==> src/rtl/prs_pkg.sv <==
// shared widths, codes, control structs and the exp2 step table
// no dependencies
package prs_pkg;

  localparam int CMD_W    = 2;
  localparam int PRI_W    = 24;
  localparam int SLOT_W   = 10;
  localparam int NEED_W   = 11;
  localparam int DRAW_W   = 16;
  localparam int STATUS_W = 2;
  localparam int OCC_W    = 11;
  localparam int CFG_W    = 16;
  localparam int CFG_IDX_W = 1;
  // weight of one slot, Q.16, at most m << 9 with m below 2^25
  localparam int WW       = 34;

  localparam logic [CMD_W-1:0] CMD_PUSH   = 2'd0;
  localparam logic [CMD_W-1:0] CMD_UPDATE = 2'd1;
  localparam logic [CMD_W-1:0] CMD_SAMPLE = 2'd2;

  localparam logic [STATUS_W-1:0] ST_OK      = 2'd0;
  localparam logic [STATUS_W-1:0] ST_SHORT   = 2'd1;
  localparam logic [STATUS_W-1:0] ST_IGNORED = 2'd2;

  localparam logic [CFG_IDX_W-1:0] REG_ALPHA = 1'd0;
  localparam logic [CFG_IDX_W-1:0] REG_MINP  = 1'd1;

  localparam logic [CFG_W-1:0] ALPHA_RST = 16'd19661;
  localparam logic [CFG_W-1:0] MINP_RST  = 16'd1;

  localparam logic [PRI_W-1:0] Q16_ONE = 24'h010000;
  localparam logic [24:0]      M_ONE   = 25'h1000000;

  typedef struct packed {
    logic load_in;
    logic exec;
    logic w_start;
    logic sum_acc;
    logic calc_tgt;
    logic src_acc;
    logic load_out;
  } prs_cmd_t;

  typedef struct packed {
    logic sample_go;
    logic w_done;
    logic idx_last;
    logic hit;
  } prs_sts_t;

  // 2^(2^-k) in Q1.24, k = idx + 1
  function automatic logic [24:0] exp2_step(input logic [3:0] idx);
    logic [24:0] r;
    case (idx)
      4'd0:  r = 25'd23726566;
      4'd1:  r = 25'd19951585;
      4'd2:  r = 25'd18295684;
      4'd3:  r = 25'd17520007;
      4'd4:  r = 25'd17144589;
      4'd5:  r = 25'd16959908;
      4'd6:  r = 25'd16868315;
      4'd7:  r = 25'd16822704;
      4'd8:  r = 25'd16799944;
      4'd9:  r = 25'd16788576;
      4'd10: r = 25'd16782895;
      4'd11: r = 25'd16780055;
      4'd12: r = 25'd16778636;
      4'd13: r = 25'd16777926;
      4'd14: r = 25'd16777571;
      default: r = 25'd16777393;
    endcase
    return r;
  endfunction

endpackage

==> src/rtl/prs_ctrl.sv <==
// controller: sequences decode, the weight-sum pass, the search pass and the result
// depends on prs_pkg
module prs_ctrl (
  input  logic              clk_i,
  input  logic              rst_ni,
  input  logic              in_valid_i,
  output logic              in_ready_o,
  output logic              out_valid_o,
  input  logic              out_ready_i,
  output prs_pkg::prs_cmd_t cmd_o,
  input  prs_pkg::prs_sts_t sts_i
);
  import prs_pkg::*;

  localparam logic [3:0] S_IDLE   = 4'd0;
  localparam logic [3:0] S_DECODE = 4'd1;
  localparam logic [3:0] S_SUM_RD = 4'd2;
  localparam logic [3:0] S_SUM_GO = 4'd3;
  localparam logic [3:0] S_SUM_WT = 4'd4;
  localparam logic [3:0] S_TGT    = 4'd5;
  localparam logic [3:0] S_SRC_RD = 4'd6;
  localparam logic [3:0] S_SRC_GO = 4'd7;
  localparam logic [3:0] S_SRC_WT = 4'd8;
  localparam logic [3:0] S_RESP   = 4'd9;

  logic [3:0] state_q, state_d;
  logic       out_valid_q, out_valid_d;

  always_comb begin
    state_d     = state_q;
    cmd_o       = '0;
    out_valid_d = out_valid_q && !out_ready_i;
    case (state_q)
      S_IDLE: begin
        if (in_valid_i) begin
          cmd_o.load_in = 1'b1;
          state_d       = S_DECODE;
        end
      end
      S_DECODE: begin
        cmd_o.exec = 1'b1;
        state_d    = sts_i.sample_go ? S_SUM_RD : S_RESP;
      end
      S_SUM_RD: state_d = S_SUM_GO;
      S_SUM_GO: begin
        cmd_o.w_start = 1'b1;
        state_d       = S_SUM_WT;
      end
      S_SUM_WT: begin
        if (sts_i.w_done) begin
          cmd_o.sum_acc = 1'b1;
          state_d       = sts_i.idx_last ? S_TGT : S_SUM_RD;
        end
      end
      S_TGT: begin
        cmd_o.calc_tgt = 1'b1;
        state_d        = S_SRC_RD;
      end
      S_SRC_RD: state_d = S_SRC_GO;
      S_SRC_GO: begin
        cmd_o.w_start = 1'b1;
        state_d       = S_SRC_WT;
      end
      S_SRC_WT: begin
        if (sts_i.w_done) begin
          cmd_o.src_acc = 1'b1;
          state_d       = (sts_i.hit || sts_i.idx_last) ? S_RESP : S_SRC_RD;
        end
      end
      S_RESP: begin
        if (!out_valid_q || out_ready_i) begin
          cmd_o.load_out = 1'b1;
          out_valid_d    = 1'b1;
          state_d        = S_IDLE;
        end
      end
      default: state_d = S_IDLE;
    endcase
  end

  always_ff @(posedge clk_i or negedge rst_ni) begin
    if (!rst_ni) begin
      state_q     <= S_IDLE;
      out_valid_q <= 1'b0;
    end else begin
      state_q     <= state_d;
      out_valid_q <= out_valid_d;
    end
  end

  assign in_ready_o  = (state_q == S_IDLE);
  assign out_valid_o = out_valid_q;

endmodule

==> config.mk <==
export PLATFORM = sky130hd
export DESIGN_NAME = prs_ctrl
export DESIGN_NICKNAME = d
export VERILOG_FILES = /design/src/rtl/prs_pkg.sv /design/src/rtl/prs_ctrl.sv
export SDC_FILE = /design/constraint.sdc
export NUM_CORES = 1
export LEC_CHECK = 0
export BUFFER_PORTS_ARGS = -buffer_cell sky130_fd_sc_hd__buf_2
export CORE_AREA = 4 4 41 43
export DETAILED_ROUTE_END_ITERATION = 10
export DIE_AREA = 0 0 45 47
export GPL_TIMING_DRIVEN = 0
export SLEW_MARGIN = 20
export SYNTH_ARGS = -nofsm -noshare
export SYNTH_HDL_FRONTEND = slang
export SYNTH_SLANG_ARGS = --single-unit
==> constraint.sdc <==
create_clock -name clk_i -period 1.9 [get_ports clk_i]
set_input_delay 0.095 -clock clk_i [delete_from_list [all_inputs] [get_ports clk_i]]
set_output_delay 0.095 -clock clk_i [all_outputs]
set_load 0.02 [all_outputs]
# [Yosys cells after proc, flatten, opt, wreduce, memory -nomap -nowiden]
# Cells that the tools add are included.
[totals] regBits=5 out_inout_bits=9 wordCells=43
[op_classes] n_eq_ne=13 muxes=20 n_reduce_logical=8
[op_table] operator="case mux 4 bit (10 select lines)" n=1
[op_table] operator="two-way mux 4 bit" n=6
[op_table] operator="== test 4 x 3 -> 1 bit, second input constant" n=4
[op_table] operator="two-way mux 1 bit" n=12
[op_table] operator="== test 4 x 2 -> 1 bit, second input constant" n=2
[op_table] operator="== test 4 bit, second input constant" n=2
[op_table] operator="inequality test 2 bit, second input constant" n=4
[op_table] operator="== test 4 x 1 -> 1 bit, second input constant" n=1
[op_table] operator="zero test 4 bit" n=1
[op_table] operator="AND reduction 4 bit" n=1
[op_table] operator="two-way mux 3 bit" n=1
[op_table] operator="zero test 1 bit" n=2
[op_table] operator="logical OR 1 bit" n=2
[op_table] operator="OR reduction 2 bit" n=1
[op_table] operator="logical AND 1 bit" n=1

# [Longest topological paths before layout]
[logic_depth] depth_word=4 mapped_depth=6 mapped_depth_nobuf=5

# [Worst setup path after synthesis]
# Ideal clock, no wire load.
[synth_path] path_kind="reg-to-reg" startpoint="register state_q[1]" endpoint="register state_q[2]" setup_time_ns=0.125 arrival_ns=1.513 t_required_ns=1.775 path_slack_ns=0.261 stages_incl_launch_ff=6 path_buffers=1 synth_period_minus_slack_ns=1.639 cell_sequence="dfrtp_1 -> buf_2 -> nor4_2 -> a221oi_4 -> o21ai_2 -> a22oi_2"
[synth_between] elab_chain_cells=3 elab_cells_between_ends=16 cone_classes="eq/ne: 13; mux: 1; reduce/logical: 2"
[synth_rtl] element="from (decl)" line="prs_ctrl.sv:26" source="logic [3:0] state_q, state_d;"
[synth_rtl] element="from (signal assigned)" line="prs_ctrl.sv:86" source="state_q <= state_d;"
[synth_rtl] element="zero test 4 bit *"
[synth_rtl] element="named net in_ready_o" line="prs_ctrl.sv:7" source="output logic in_ready_o,"
[synth_rtl] element="inequality test 2 bit (no source line)"
[synth_rtl] element="AND reduction 4 bit (no source line)"
# The timed path passes the listed nets; every way through them passes the cells marked *.
# A chain may end at the register's enable or synchronous reset.

==> reports/qor.yml <==
status: "finished clean"
cts_tree: "done"
vias: 541
drtPass1Iterations: 4
ys_types: 32
io_pins: 17
crit_path_start_kind: "flop"
r2r_slack_ns: 0.44
ys_seq_area_frac: 0.243
dieArea_mm2: 0.00212
tightest_slew_ns: 0.420
synth_cells: 66
wire_per_inst_um: 11.5
wirelength_um: 1180
drive_gt1_frac: 0.368
arrival_ns: 1.52
cts.sinks: 5
rows: 13
start_util: 0.396
drtAntennaViolNets: 0
p_per_area_mw_per_mm2: 1580
critPathCaptureType: "output pin"
skew_ns: 0.00241
antenna_found_initial: 0
place_hpwl_um: 976
holdPathEnd: "state_q[2]"
viasPerCell: 5.30
slowest_delay_ns: 0.43
post-place-ws_ns: 0.435
netlist.area_leader.share: 0.243
fmax_mhz: 620
p_leak_nw: 0.291
die_width_um: 45
hold_buffers: 1
core_area_mm2: 0.00130
globalplace.congestion: 0.762
grt_pass1_vias: 454
cp_max_fo: 9
grt_max_degree: 11
synth-seq-cells: 5
insertion_delay_ns: 0.23
r2r_cells: 6
hold_depth: 4
maxSlewHeadroom: 0.718
finalWorstSetupSlack_ns: 0.286
htree_num_levels: 1
postCtsSetupBuffers: 0
worstReg2RegEnd: "state_q[2]"
num-nets-final: 96
timing.rr.start: "state_q[3]"
synth_top_area_cell: "dfrtp_1"
crit_chain: "buf_2, nor4_2, and2_1, buf_2"
period_needed_ns: 1.61
fillers: 144
drt_iter0_drc: 9
clkTransAtPathRegs_ns: 0.04
syn-num-nets: 74
cp_slowest_cell: "nor4_2"
fin_setup_tns_ns: 0
synth_area_um2: 515
cap_violations: 0
cp_data_required_time_ns: 1.80
clock_tree.buffer_depth: 2
synth_async_sr_flop_share: 1.00
root_buffer: "clkbuf_4"
area_delta_synth_final_pct: 26.2
grt_usage: 0.126
period_share: 0.849
antenna_cells: 0
synth_area_per_cell_um2: 7.81
grt_pass1_wl_um: 1970
drc: 0
hold_class: "input port to flop"
final_max_slew_viol_count: 0
setup_viol: 0
worst_ir_drop_vdd_uv: 679
synth-edff-count: 0
rsz0062_at_grt: "no"
hp-start: "sts_i[0]"
crit_type: "flop to output pin"
hold_violations: 0
die_y_um: 47
synthFlopType: "dfrtp_1"
synth_area_leaders: "dfrtp_1 24%, nand2_1 5.8%, nor2_1 5.8%"
cts_resized: 0
port_buffers: 16
grt.overflow.total: 0
cts_buffers: 3
yosys_warnings: 0
critPathMostFrequentCell: "buf_2"
synth_common_cells: "8 x nand2_1, 8 x nor2_1, 5 x a21oi_1, 5 x dfrtp_1, 5 x inv_1"
## placed cells by master, fill, tap and decap left out, drive strengths merged, types with 2 or more instances in the layout
cell	instances
o32ai	3
inv	5
o21ai	4
a21oi	6
buf	19
a221oi	2
nor3	4
o22ai	2
dfrtp	5
nand2b	3
nor2	9
clkbuf	4
nand3	2
nand2	8
## registers in the layout, indices dropped and copies added (netlist names)
signal	count
out_valid_o	1
state_q	4
## power breakdown
group          total [mW]  switching (mW)  leakage (nW)  internal, mW
Combinational       0.710           0.423         0.211         0.287
Clock               0.117          0.0380        0.0150        0.0791
Sequential          0.201          0.0515        0.0655         0.149
Total                1.03           0.513         0.291         0.515
## how the worst max path moves through the flow
stage,slack [ns],cells past startpoint,start,to
5_1_grt,0.18,4,state_q[1],cmd_o[6]
2_1_floorplan,0.26,5,state_q[1],state_q[2]
6_report,0.29,4,state_q[1],cmd_o[6]
3_5_place_dp,0.44,6,state_q[3],state_q[2]
4_1_cts,0.26,4,state_q[1],cmd_o[6]
3_3_place_gp,0.45,6,state_q[1],state_q[2]
## critical path: cells and delay by family, from the launching register on
family,cells,cell delay [ns]
flops,1,0.34
buf+inv,2,0.33
simple gates,2,0.61
## routing by layer
metal | track usage | wire [um] | vias up
li1 | - | - | 277
met1 | 0.169 | 539 | 249
met2 | 0.206 | 577 | 15
met3 | 0.0345 | 60 | 0
met4 | 0.0175 | 0 | 0
met5 | 0 | 0 | -
## cell type report
cell class | count | area (um2) | share of cell area
repair buffers | 17 | 90.1 | 0.138
well taps | 15 | 18.8 | 0.0288
plain buffers | 3 | 23.8 | 0.0365
inverters | 5 | 18.8 | 0.0288
flip-flops and latches | 5 | 125 | 0.192
multi-input cells | 53 | 348 | 0.535
clock buffers | 4 | 26.3 | 0.0404
## kinds of logic after synthesis
group / after synthesis / synth area share
AOI/OAI and AO/OA: 18 / 0.279
xor gates and xnor gates: 1 / 0.0170
buffers and inverters: 8 / 0.0825
and+or+nand+nor: 33 / 0.359
DFF: 5 / 0.243
muxes: 1 / 0.0194
## stage by stage
step                      std cells  area, um2  utilization  power (mW)  hold WS [ns]
after floorplan                  66        515            -       0.753        -0.201
after global placement           97        614        0.472       0.915       -0.0904
after detailed placement         97        614        0.472       0.921       -0.0889
after CTS                       102        651        0.500        1.04         0.158
after global routing            102        651        0.500        1.13         0.193
final                           102        651        0.500        1.03         0.163
Power figures use the tool's default switching activity.
